[config.mk]
export PLATFORM = sky130hd
export DESIGN_NAME = tvs_ctrl
export DESIGN_NICKNAME = d
export VERILOG_FILES = /design/src/rtl/tvs_pkg.sv /design/src/rtl/tvs_ctrl.sv
export SDC_FILE = /design/constraint.sdc
export NUM_CORES = 1
export LEC_CHECK = 0
export BUFFER_PORTS_ARGS = -buffer_cell sky130_fd_sc_hd__buf_2
export CAP_MARGIN = 20
export CORE_ASPECT_RATIO = 1.5
export CORE_UTILIZATION = 59
export DETAILED_ROUTE_END_ITERATION = 10
export GPL_TIMING_DRIVEN = 0
export PLACE_DENSITY = 0.86
export SLEW_MARGIN = 30
export SYNTH_ARGS = -nofsm -noshare
export SYNTH_HDL_FRONTEND = slang
export SYNTH_SLANG_ARGS = --single-unit
[constraint.sdc]
create_clock -name clk -period 11 [get_ports clk]
set_clock_uncertainty 0.15 [all_clocks]
set_input_delay 0.55 -clock clk [delete_from_list [all_inputs] [get_ports clk]]
set_output_delay 0.55 -clock clk [all_outputs]
set_load 0.1 [all_outputs]
[src/rtl/tvs_pkg.sv]
// Shared types, codes and helper functions of the typed variable store.
`default_nettype none
package tvs_pkg;

    localparam int TABLE_ENTRIES_DEF = 64;
    localparam int NAME_BYTES_DEF    = 8;
    localparam int MEM_BYTES_DEF     = 65536;

    // Base addresses are carried at the width of the largest supported memory.
    localparam int BASE_W = 24;

    typedef enum logic [1:0] {
        CMD_CREATE_VAR = 2'd0,
        CMD_CREATE_ARR = 2'd1,
        CMD_ASSIGN     = 2'd2,
        CMD_READ       = 2'd3
    } cmd_t;

    typedef enum logic [1:0] {
        KIND_INT32 = 2'd0,
        KIND_INT8  = 2'd1,
        KIND_INT24 = 2'd2,
        KIND_BOOL  = 2'd3
    } kind_t;

    typedef enum logic [2:0] {
        STS_OK          = 3'd0,
        STS_NO_SPACE    = 3'd1,
        STS_TABLE_FULL  = 3'd2,
        STS_NOT_FOUND   = 3'd3,
        STS_VALUE_RANGE = 3'd4,
        STS_INDEX_RANGE = 3'd5
    } status_t;

    typedef enum logic [2:0] {
        ST_IDLE,
        ST_CREATE,
        ST_SEARCH,
        ST_CHECK,
        ST_WRITE,
        ST_RD_ISSUE,
        ST_RD_WAIT,
        ST_DONE
    } state_t;

    // One row of the name table.
    typedef struct packed {
        logic [63:0]       name;
        kind_t             kind;
        logic [15:0]       length;
        logic [BASE_W-1:0] base;
    } entry_t;

    localparam logic signed [63:0] INT32_MIN = -64'sd2147483648;
    localparam logic signed [63:0] INT32_MAX = 64'sd2147483647;
    localparam logic signed [63:0] INT8_MIN  = -64'sd128;
    localparam logic signed [63:0] INT8_MAX  = 64'sd127;
    localparam logic signed [63:0] INT24_MIN = -64'sd8388608;
    localparam logic signed [63:0] INT24_MAX = 64'sd8388607;

    function automatic logic [2:0] elem_size(input kind_t kind);
        logic [2:0] sz;
        unique case (kind)
            KIND_INT32: sz = 3'd4;
            KIND_INT24: sz = 3'd3;
            KIND_INT8:  sz = 3'd1;
            KIND_BOOL:  sz = 3'd1;
            default:    sz = 3'd1;
        endcase
        return sz;
    endfunction

    // Element count times element size, in bytes.
    function automatic logic [17:0] scaled(input kind_t kind, input logic [15:0] n);
        logic [17:0] r;
        unique case (kind)
            KIND_INT32: r = {n, 2'b00};
            KIND_INT24: r = {2'b00, n} + {1'b0, n, 1'b0};
            KIND_INT8:  r = {2'b00, n};
            KIND_BOOL:  r = {2'b00, n};
            default:    r = {2'b00, n};
        endcase
        return r;
    endfunction

    function automatic logic value_fits(input kind_t kind, input logic signed [63:0] v);
        logic ok;
        unique case (kind)
            KIND_INT32: ok = (v >= INT32_MIN) && (v <= INT32_MAX);
            KIND_INT8:  ok = (v >= INT8_MIN) && (v <= INT8_MAX);
            KIND_INT24: ok = (v >= INT24_MIN) && (v <= INT24_MAX);
            KIND_BOOL:  ok = (v == 64'sd0) || (v == 64'sd1);
            default:    ok = 1'b0;
        endcase
        return ok;
    endfunction

endpackage
`default_nettype wire

[src/rtl/tvs_ctrl.sv]
// Sequencer: create, lookup walk, range checks and byte-serial element access.
`default_nettype none
module tvs_ctrl
    import tvs_pkg::*;
#(
    parameter int TABLE_ENTRIES = TABLE_ENTRIES_DEF,
    parameter int NAME_BYTES    = NAME_BYTES_DEF,
    parameter int MEM_BYTES     = MEM_BYTES_DEF,
    parameter int TW = (TABLE_ENTRIES > 1) ? $clog2(TABLE_ENTRIES) : 1,
    parameter int AW = $clog2(MEM_BYTES)
)
(
    input  wire logic               clk,
    input  wire logic               rst_n,
    input  wire logic               in_valid,
    output logic                    in_ready,
    input  wire cmd_t               in_cmd,
    input  wire logic [63:0]        in_name,
    input  wire kind_t              in_kind,
    input  wire logic [15:0]        in_count,
    input  wire logic [15:0]        in_index,
    input  wire logic signed [63:0] in_value,
    output logic                    out_valid,
    input  wire logic               out_ready,
    output status_t                 out_status,
    output logic [31:0]             out_value,
    output logic                    out_kind,
    output logic [15:0]             out_base,
    output logic                    tbl_we,
    output logic [TW-1:0]           tbl_addr,
    output entry_t                  tbl_wdata,
    input  wire entry_t             tbl_rdata,
    output logic                    dat_we,
    output logic [AW-1:0]           dat_addr,
    output logic [7:0]              dat_wdata,
    input  wire logic [7:0]         dat_rdata
);

    localparam int CW     = $clog2(TABLE_ENTRIES + 1);
    localparam int FW     = AW + 1;
    localparam int SW     = (FW > 19) ? FW : 19;
    localparam int USABLE = (MEM_BYTES / 4) * 4;

    state_t             state_reg, state_next;
    cmd_t               cmd_reg, cmd_next;
    logic [63:0]        name_reg, name_next;
    kind_t              kind_reg, kind_next;
    logic [15:0]        count_reg, count_next;
    logic [15:0]        index_reg, index_next;
    logic signed [63:0] value_reg, value_next;
    logic [CW-1:0]      used_reg, used_next;
    logic [FW-1:0]      free_reg, free_next;
    logic [CW-1:0]      ptr_reg, ptr_next;
    logic               cmpv_reg, cmpv_next;
    entry_t             ent_reg, ent_next;
    logic [AW-1:0]      addr_reg, addr_next;
    logic [1:0]         byte_reg, byte_next;
    logic [31:0]        raw_reg, raw_next;
    status_t            rs_status_reg, rs_status_next;
    logic [31:0]        rs_value_reg, rs_value_next;
    logic               rs_kind_reg, rs_kind_next;
    logic [15:0]        rs_base_reg, rs_base_next;
    logic               ov_reg, ov_next;
    status_t            os_reg, os_next;
    logic [31:0]        oval_reg, oval_next;
    logic               okind_reg, okind_next;
    logic [15:0]        obase_reg, obase_next;

    logic [63:0] clean_name;
    logic        keep;
    logic [15:0] n_w;
    logic [18:0] sum_w;
    logic [SW-1:0] need_w, room_w;
    logic [17:0] offs_w;
    logic [2:0]  sz_w;
    logic        last_w;
    logic [31:0] raw_w;

    // Names end at the first zero byte or after NAME_BYTES bytes.
    always_comb
    begin
        clean_name = '0;
        keep = 1'b1;
        for (int i = 0; i < 8; i++)
        begin
            keep = keep && (i < NAME_BYTES) && (in_name[i*8 +: 8] != 8'd0);
            clean_name[i*8 +: 8] = keep ? in_name[i*8 +: 8] : 8'd0;
        end
    end

    always_comb
    begin
        n_w    = (cmd_reg == CMD_CREATE_VAR) ? 16'd1 : count_reg;
        sum_w  = {1'b0, scaled(kind_reg, n_w)} + 19'd3;
        need_w = SW'({sum_w[18:2], 2'b00});
        room_w = SW'(USABLE) - SW'(free_reg);
        offs_w = scaled(ent_reg.kind, index_reg);
        sz_w   = elem_size(ent_reg.kind);
        last_w = (byte_reg == 2'(sz_w - 3'd1));
    end

    always_comb
    begin
        state_next     = state_reg;
        cmd_next       = cmd_reg;
        name_next      = name_reg;
        kind_next      = kind_reg;
        count_next     = count_reg;
        index_next     = index_reg;
        value_next     = value_reg;
        used_next      = used_reg;
        free_next      = free_reg;
        ptr_next       = ptr_reg;
        cmpv_next      = cmpv_reg;
        ent_next       = ent_reg;
        addr_next      = addr_reg;
        byte_next      = byte_reg;
        raw_next       = raw_reg;
        rs_status_next = rs_status_reg;
        rs_value_next  = rs_value_reg;
        rs_kind_next   = rs_kind_reg;
        rs_base_next   = rs_base_reg;
        ov_next        = ov_reg && !out_ready;
        os_next        = os_reg;
        oval_next      = oval_reg;
        okind_next     = okind_reg;
        obase_next     = obase_reg;
        raw_w          = raw_reg;
        in_ready       = (state_reg == ST_IDLE);
        tbl_we         = 1'b0;
        tbl_addr       = ptr_reg[TW-1:0];
        tbl_wdata      = '{name: name_reg, kind: kind_reg, length: n_w,
                           base: BASE_W'(free_reg)};
        dat_we         = 1'b0;
        dat_addr       = addr_reg + AW'(byte_reg);
        dat_wdata      = value_reg[byte_reg*8 +: 8];

        unique case (state_reg)
            ST_IDLE:
            begin
                if (in_valid)
                begin
                    cmd_next       = in_cmd;
                    name_next      = clean_name;
                    kind_next      = in_kind;
                    count_next     = in_count;
                    index_next     = in_index;
                    value_next     = in_value;
                    ptr_next       = '0;
                    cmpv_next      = 1'b0;
                    byte_next      = '0;
                    raw_next       = '0;
                    rs_status_next = STS_OK;
                    rs_value_next  = '0;
                    rs_kind_next   = 1'b0;
                    rs_base_next   = '0;
                    if (in_cmd == CMD_CREATE_VAR || in_cmd == CMD_CREATE_ARR)
                    begin
                        state_next = ST_CREATE;
                    end
                    else
                    begin
                        state_next = ST_SEARCH;
                    end
                end
            end
            ST_CREATE:
            begin
                tbl_addr = used_reg[TW-1:0];
                if (used_reg >= CW'(TABLE_ENTRIES))
                begin
                    rs_status_next = STS_TABLE_FULL;
                end
                else if (need_w > room_w)
                begin
                    rs_status_next = STS_NO_SPACE;
                end
                else
                begin
                    tbl_we       = 1'b1;
                    rs_base_next = 16'(free_reg);
                    free_next    = FW'(SW'(free_reg) + need_w);
                    used_next    = used_reg + CW'(1);
                end
                state_next = ST_DONE;
            end
            ST_SEARCH:
            begin
                if (cmpv_reg && tbl_rdata.name == name_reg)
                begin
                    ent_next   = tbl_rdata;
                    state_next = ST_CHECK;
                end
                else if (!cmpv_reg && ptr_reg >= used_reg)
                begin
                    rs_status_next = STS_NOT_FOUND;
                    state_next     = ST_DONE;
                end
                else
                begin
                    cmpv_next = (ptr_reg < used_reg);
                    if (ptr_reg < used_reg)
                    begin
                        ptr_next = ptr_reg + CW'(1);
                    end
                end
            end
            ST_CHECK:
            begin
                if (index_reg >= ent_reg.length)
                begin
                    rs_status_next = STS_INDEX_RANGE;
                    state_next     = ST_DONE;
                end
                else if (cmd_reg == CMD_ASSIGN && !value_fits(ent_reg.kind, value_reg))
                begin
                    rs_status_next = STS_VALUE_RANGE;
                    state_next     = ST_DONE;
                end
                else
                begin
                    addr_next  = AW'(ent_reg.base + BASE_W'(offs_w));
                    state_next = (cmd_reg == CMD_ASSIGN) ? ST_WRITE : ST_RD_ISSUE;
                end
            end
            ST_WRITE:
            begin
                dat_we = 1'b1;
                if (last_w)
                begin
                    state_next = ST_DONE;
                end
                else
                begin
                    byte_next = byte_reg + 2'd1;
                end
            end
            ST_RD_ISSUE:
            begin
                state_next = ST_RD_WAIT;
            end
            ST_RD_WAIT:
            begin
                raw_w[byte_reg*8 +: 8] = dat_rdata;
                raw_next = raw_w;
                if (last_w)
                begin
                    unique case (ent_reg.kind)
                        KIND_INT8:  rs_value_next = {{24{raw_w[7]}}, raw_w[7:0]};
                        KIND_INT24: rs_value_next = {{8{raw_w[23]}}, raw_w[23:0]};
                        KIND_INT32: rs_value_next = raw_w;
                        KIND_BOOL:  rs_value_next = {24'd0, raw_w[7:0]};
                        default:    rs_value_next = raw_w;
                    endcase
                    rs_kind_next = (ent_reg.kind == KIND_INT8);
                    state_next   = ST_DONE;
                end
                else
                begin
                    byte_next  = byte_reg + 2'd1;
                    state_next = ST_RD_ISSUE;
                end
            end
            ST_DONE:
            begin
                if (!ov_reg || out_ready)
                begin
                    ov_next    = 1'b1;
                    os_next    = rs_status_reg;
                    oval_next  = rs_value_reg;
                    okind_next = rs_kind_reg;
                    obase_next = rs_base_reg;
                    state_next = ST_IDLE;
                end
            end
            default:
            begin
                state_next = ST_IDLE;
            end
        endcase
    end

    always_ff @(posedge clk or negedge rst_n)
    begin
        if (!rst_n)
        begin
            state_reg <= ST_IDLE;
            used_reg  <= '0;
            free_reg  <= '0;
            ov_reg    <= 1'b0;
            cmpv_reg  <= 1'b0;
        end
        else
        begin
            state_reg <= state_next;
            used_reg  <= used_next;
            free_reg  <= free_next;
            ov_reg    <= ov_next;
            cmpv_reg  <= cmpv_next;
        end
    end

    always_ff @(posedge clk)
    begin
        cmd_reg       <= cmd_next;
        name_reg      <= name_next;
        kind_reg      <= kind_next;
        count_reg     <= count_next;
        index_reg     <= index_next;
        value_reg     <= value_next;
        ptr_reg       <= ptr_next;
        ent_reg       <= ent_next;
        addr_reg      <= addr_next;
        byte_reg      <= byte_next;
        raw_reg       <= raw_next;
        rs_status_reg <= rs_status_next;
        rs_value_reg  <= rs_value_next;
        rs_kind_reg   <= rs_kind_next;
        rs_base_reg   <= rs_base_next;
        os_reg        <= os_next;
        oval_reg      <= oval_next;
        okind_reg     <= okind_next;
        obase_reg     <= obase_next;
    end

    assign out_valid  = ov_reg;
    assign out_status = os_reg;
    assign out_value  = oval_reg;
    assign out_kind   = okind_reg;
    assign out_base   = obase_reg;

`ifndef SYNTHESIS
    a_used_bound: assert property (@(posedge clk) disable iff (!rst_n)
        used_reg <= CW'(TABLE_ENTRIES))
        else $error("table fill count beyond table size");
    a_free_bound: assert property (@(posedge clk) disable iff (!rst_n)
        SW'(free_reg) <= SW'(USABLE) && free_reg[1:0] == 2'b00)
        else $error("free pointer beyond usable area or misaligned");
    a_no_write_fail: assert property (@(posedge clk) disable iff (!rst_n)
        dat_we |-> (state_reg == ST_WRITE && rs_status_reg == STS_OK))
        else $error("data write outside a valid assign");
    a_used_step: assert property (@(posedge clk) disable iff (!rst_n)
        (used_reg != $past(used_reg)) |-> ($past(state_reg) == ST_CREATE))
        else $error("table fill count changed outside a create");
`endif

endmodule
`default_nettype wire

# Yosys cells after proc, flatten, opt, wreduce, memory -nomap -nowiden

Index checks and enable logic that the tools add are counted.

Register bits: 388
Input bits: 282
Output and inout bits: 192
Word-level logic and storage cells: 208

Equal/unequal tests: 32
Add/sub/neg operators: 12
Bitwise operators: 4
Muxes and demuxes: 57
$lt $le $gt $ge: 11
Shifts and indexed selects: 3
Reduce and logical (&&, ||, !) cells: 56

Operators with widths:

| kind                      | count |
|---|---|
| $pmux W32 S2              | 2 |
| $pmux W32 S4              | 1 |
| $eq A64 B2 Y1 const B     | 1 |
| $eq A64 B64 Y1            | 1 |
| $ge A64 B24 Y1 const B    | 1 |
| $ge A64 B32 Y1 const B    | 1 |
| $ge A64 B8 Y1 const B     | 1 |
| $le A64 B24 Y1 const B    | 1 |
| $le A64 B32 Y1 const B    | 1 |
| $le A64 B8 Y1 const B     | 1 |
| $logic_not A64 Y1         | 1 |
| $mux W16                  | 4 |
| $mux W32                  | 2 |
| $reduce_bool A8 Y1        | 8 |
| $shiftx A64 B6 Y8         | 1 |
| $pmux W18 S3              | 1 |
| $pmux W16 S3              | 1 |
| $mux W3                   | 12 |
| $neg A5 Y34               | 1 |
| $shift A8 B34 Y32 const A | 1 |
| $shiftx A8 B34 Y32        | 1 |
| $add A16 B16 Y16          | 2 |
| $bwmux W32                | 1 |
| $pmux W16 S2              | 1 |
| 46 further kinds          | 127 |

# Logic depth before layout (Yosys ltp)

Depth in word-level cells: 10
Depth in mapped cells: 29
Gate-level depth less buffers: 25

# Worst setup path after synthesis

Ideal clock, no wire load.

Path type: register -> register
Start: register state_reg[0]
End: register rs_base_reg[10], enable pin
Path slack: 3.214 ns
Buffers on the path: 1
Cell stages (with the launch flop): 7
Library setup time: 0.390 ns
Clock period less this slack: 7.786 ns
Arrival: 7.246 ns
Required time: 10.460 ns
Cells stage by stage: dfrtp_1 > clkbuf_1 > nor3_1 > nand2_1 > inv_1 > a21oi_1 > a21oi_1

Cells in the longest elaborated chain, start to end: 3
Elaborated cells between the ends (all ways): 7
Those cells by class: eq/ne (4); reduce/logical (3)

RTL lines:

| element                                                             | RTL line        | source |
|---|---|---|
| start: declaration                                                  | tvs_ctrl.sv:44  | `state_t state_reg, state_next;` |
| start signal: assignment                                            | tvs_ctrl.sv:295 | `state_reg <= state_next;` |
| $logic_not A3 Y1 *                                                  | -               |  |
| net in_ready                                                        | tvs_ctrl.sv:16  | `output logic in_ready,` |
| $ne A2 B2 Y1 (no source line) or $reduce_bool A2 Y1 (tied branches) | -               |  |
| $reduce_and A4 Y1 (no source line) *                                | -               |  |
| end signal: assignment                                              | tvs_ctrl.sv:319 | `rs_base_reg <= rs_base_next;` |
| end: declaration                                                    | tvs_ctrl.sv:62  | `logic [15:0] rs_base_reg, rs_base_next;` |

Mark *: on every way through the listed nets, which the timed path passes. The rest lies on a longest branch.
A chain may end at the register's enable or synchronous reset.

# Final worst setup path

Start: register cmd_reg[1]
End: output port tbl_we

Cells in the longest elaborated chain, start to end: 9

RTL lines:

| element                  | RTL line        | source |
|---|---|---|
| start: declaration       | tvs_ctrl.sv:45  | `cmd_t cmd_reg, cmd_next;` |
| start signal: assignment | tvs_ctrl.sv:305 | `cmd_reg <= cmd_next;` |
| $logic_not A2 Y1 *       | tvs_ctrl.sv:93  | `n_w = (cmd_reg == CMD_CREATE_VAR) ? 16'd1 : count_reg;` |
| $mux W16 *               | tvs_ctrl.sv:93  |  |
| $add A16 B17 Y18         | tvs_pkg.sv:78   | `KIND_INT24: r = {2'b00, n} + {1'b0, n, 1'b0};` |
| $pmux W18 S3 *           | tvs_pkg.sv:76   | `unique case (kind)` |
| $add A18 B2 Y19 *        | tvs_ctrl.sv:94  | `sum_w = {1'b0, scaled(kind_reg, n_w)} + 19'd3;` |
| $gt A19 B19 Y1 *         | tvs_ctrl.sv:174 | `else if (need_w > room_w)` |
| $mux W1 *                | tvs_ctrl.sv:174 |  |
| $mux W1 *                | tvs_ctrl.sv:170 | `if (used_reg >= CW'(TABLE_ENTRIES))` |
| $mux W1 *                | tvs_ctrl.sv:138 | `unique case (state_reg)` |
| end: declaration         | tvs_ctrl.sv:29  | `output logic tbl_we,` |

Every way passes the cells marked *; elsewhere a longest branch is shown, timed or not.

==> flow_summary_export.csv <==
group,metric,value,unit
outcome,outcome,"finished, final reports clean",
grt,antenna_found_initial,14,
timing,finalHoldViolCount,0,
synth,synth-async-reset-ratio,7.07,%
grt,overflow,0,
synth,synthTopCellsByArea,"edfxtp_1 51%, ha_1 6.0%, xnor2_1 4.3%",
clocking,ctsResizeCount,0,
final_layout,n_fill_cell,2393,
power,power-per-cell-area,234,nW/µm²
worst_setup_path,crit_fanout,10,
power,p_sw,0.00253,W
floorplan,die-area,36000,µm²
floorplan,core,34500,µm²
synth,ys_ff_latch,382,
clocking,root_buffer,"clkbuf_16",
synth,post_synth.cell_area_avg,11.7,µm²
synth,synth_commonest_cells,"355 x edfxtp_1, 130 x nor2_1, 101 x xnor2_1",
timing,timing.final.crit_share,83.4,%
drt,routedWlPerCell,22.3,µm
drt,via_per_inst,6.02,
placement,place_hpwl,49300,µm
power,p_clk_share,24.1,%
clocking,clock-sinks,382,
final_layout,multi_input_area,8790,µm²
power,power_frac_seq,35.1,%
power,leakage,10.2,nW
grt,first_global_vias,16625,
clocking,clk_latency,0.55,ns
final_layout,seqCellArea,11300,µm²
job,cap_violations,0,
final_layout,area_delta_synth_final,21.6,%
final_layout,final_util,73.3,%
synth,synth_flop_cell,"edfxtp_1",
timing,max_freq,109,MHz
grt,grt_pass1_wl,92500,µm
synth,yosysTopAreaCell,"edfxtp_1",
hold_path,hp-class,"in -> reg",
clocking,cts_htree_levels,2,
drt,drtAntennaViolNets,0,
timing,post-route-min-period,9.17,ns
timing,rsz0062_at_grt,"no",
worst_setup_path,path_buf_inv,6,
clocking,postCtsSetupRepairBufs,0,
clocking,cts_buffer_depth,3,
final_layout,nets,2674,
synth,synth_edf_count,355,
worst_setup_path,cpMaxStageDelayCell,"or4b_2",
synth,ys_types,95,
drt,drt-total-wl,62200,µm
worst_setup_path,crit_type,"reg -> out",
timing,setup_tns,0,ns
grt,grt.total_usage,34.5,%
floorplan,rows,83,
synth,syn_area,20800,µm²
timing,setup_viol,0,
power,peakVddDrop,0.191,mV
worst_setup_path,setup.worst_path.start_class,"flip-flop",
synth,yosysSeqAreaShare,54.6,%
floorplan,initial_core_util,60.2,%
floorplan,pin_count,474,
worst_setup_path,slowest_delay,0.69,ns
timing,worst_pin_slew,0.991,ns
synth,yosysMostFrequentCell,"edfxtp_1",
synth,synth_top_area_share,51.3,%
power,power.internal,0.00339,W
clocking,numCtsBuffers,37,
worst_setup_path,critPathArrivalTime,8.47,ns
power,pwr-share-comb,40.8,%
drt,dr.pass1.iters,7,
synth,syn_inst,1774,
floorplan,fp.dieH,232,µm
clocking,cts.clk_slew.worst_paths,0.07,ns
timing,maxSlewHeadroom,33.4,%
drt,vias,16814,
drt,drc,0,
final_layout,drive_gt1_share,26.5,%
floorplan,die_w,155,µm
drt,drtIter0Drc,1188,
worst_setup_path,critical-path-top-delay-family,"simple AND/OR/NAND/NOR gates",
grt,grt_max_degree,102,
timing,drv_slew,0,
power,swShare,42.8,%
worst_setup_path,required,10.30,ns
placement,place.gp.congestion,0.984,
worst_setup_path,end_kind,"output port",
synth,synth_warnings,0,
clocking,cts_tree,"built",
placement,io_buffer_count,454,
## layout make-up
class | instances | share of cell area, %
Sequential cell | 382 | 44.9
Inverter | 80 | 1.22
Buffer | 80 | 1.63
Multi-Input combinational cell | 1242 | 34.8
Timing Repair Buffer | 466 | 9.62
Antenna cell | 7 | 0.0694
Clock buffer | 39 | 3.78
Tap cell | 467 | 2.31
Clock inverter | 28 | 1.66
## cells by family after synthesis
kind of cell / Yosys count / share of synthesized area [%]
AO/OA/AOI/OAI: 363 / 11.8
flip-flops: 382 / 54.6
buffers and inverters: 160 / 3.43
multiplexers: 43 / 2.68
other: 1 / 0.0181
AND/OR/NAND/NOR: 581 / 15.2
XOR/XNOR: 140 / 5.91
adder cells (fa/ha/maj): 104 / 6.40
## power by group through the flow
stage	clock network (W)	logic (W)	registers, W
floorplan	0	0.00123	0.00272
finish	0.00143	0.00242	0.00208
CTS	0.00144	0.00240	0.00207
global route	0.00149	0.00255	0.00210
detailed placement	0	0.00239	0.00210
global placement	0	0.00230	0.00211
## per-layer routing
metal  track usage, %  vias to the layer above  part of all wire (%)
met3             6.40                      174                   9.4
met2             61.7                      935                    51
met4             15.7                        4                   4.5
met1             39.9                     8059                    35
li1                 -                     7642                     -
met5                0                        -                 0.037
## through the flow
step                hold slack, ns  std cells  cell area [µm²]  worst slack [ns]  power, W
finish                      0.0194       2791            25300              1.83   0.00592
global route               0.00723       2786            25200              1.46   0.00614
CTS                       0.000383       2784            25200              1.89   0.00592
detailed placement           0.255       2716            23800              2.51   0.00449
global placement             0.251       2705            23700              2.61   0.00441
floorplan                    0.104       1784            20800              3.21   0.00395
## cells in the final DEF, fill, tap and decap left out, types with 17 or more instances in the layout
cell,netlist,layout
o21a_1,17,17
buf_2,11,471
a21o_1,29,29
inv_1,80,79
ha_1,99,99
dfrtp_1,27,27
a21oi_1,94,93
edfxtp_1,355,355
nand3_1,22,22
nand4_1,38,38
clkbuf_1,37,38
nor2_1,130,129
clkbuf_16,0,38
xnor2_1,101,101
nand2b_1,24,24
buf_4,18,19
xor2_1,39,39
o21ai_0,66,65
nor3_1,32,31
nand2_1,88,87
nor4_1,41,40
o31ai_1,31,31
nor2b_1,55,55
mux2i_1,17,17
and2_1,77,77
## final timing paths
check | start | end | slack (ns) | cells after the start
setup / recovery | cmd_reg[1]$_DFFE_PP_ | tbl_we | 1.83 | 25
hold / removal | in_value[59] | value_reg[59]$_DFFE_PP_ | 0.02 | 1
setup reg to reg | cmd_reg[1]$_DFFE_PP_ | free_reg[13]$_DFFE_PN0P_ | 2.93 | 25
hold reg to reg | rs_value_reg[31]$_SDFFCE_PN0P_ | out_value[31]$_DFFE_PP_ | 0.26 | 0
max in group asynchronous | rst_n | state_reg[1]$_DFFE_PN0P_ | 9.87 | 2
min in group asynchronous | rst_n | free_reg[16]$_DFFE_PN0P_ | 0.41 | 2
## repair_timing
action | in CTS | in global routing
hold buffers | 1 | 0
endpoints found under the setup margin | 0 | 0
hold endpoints to repair | 27 | 0
(Power assumes the default switching activity.)
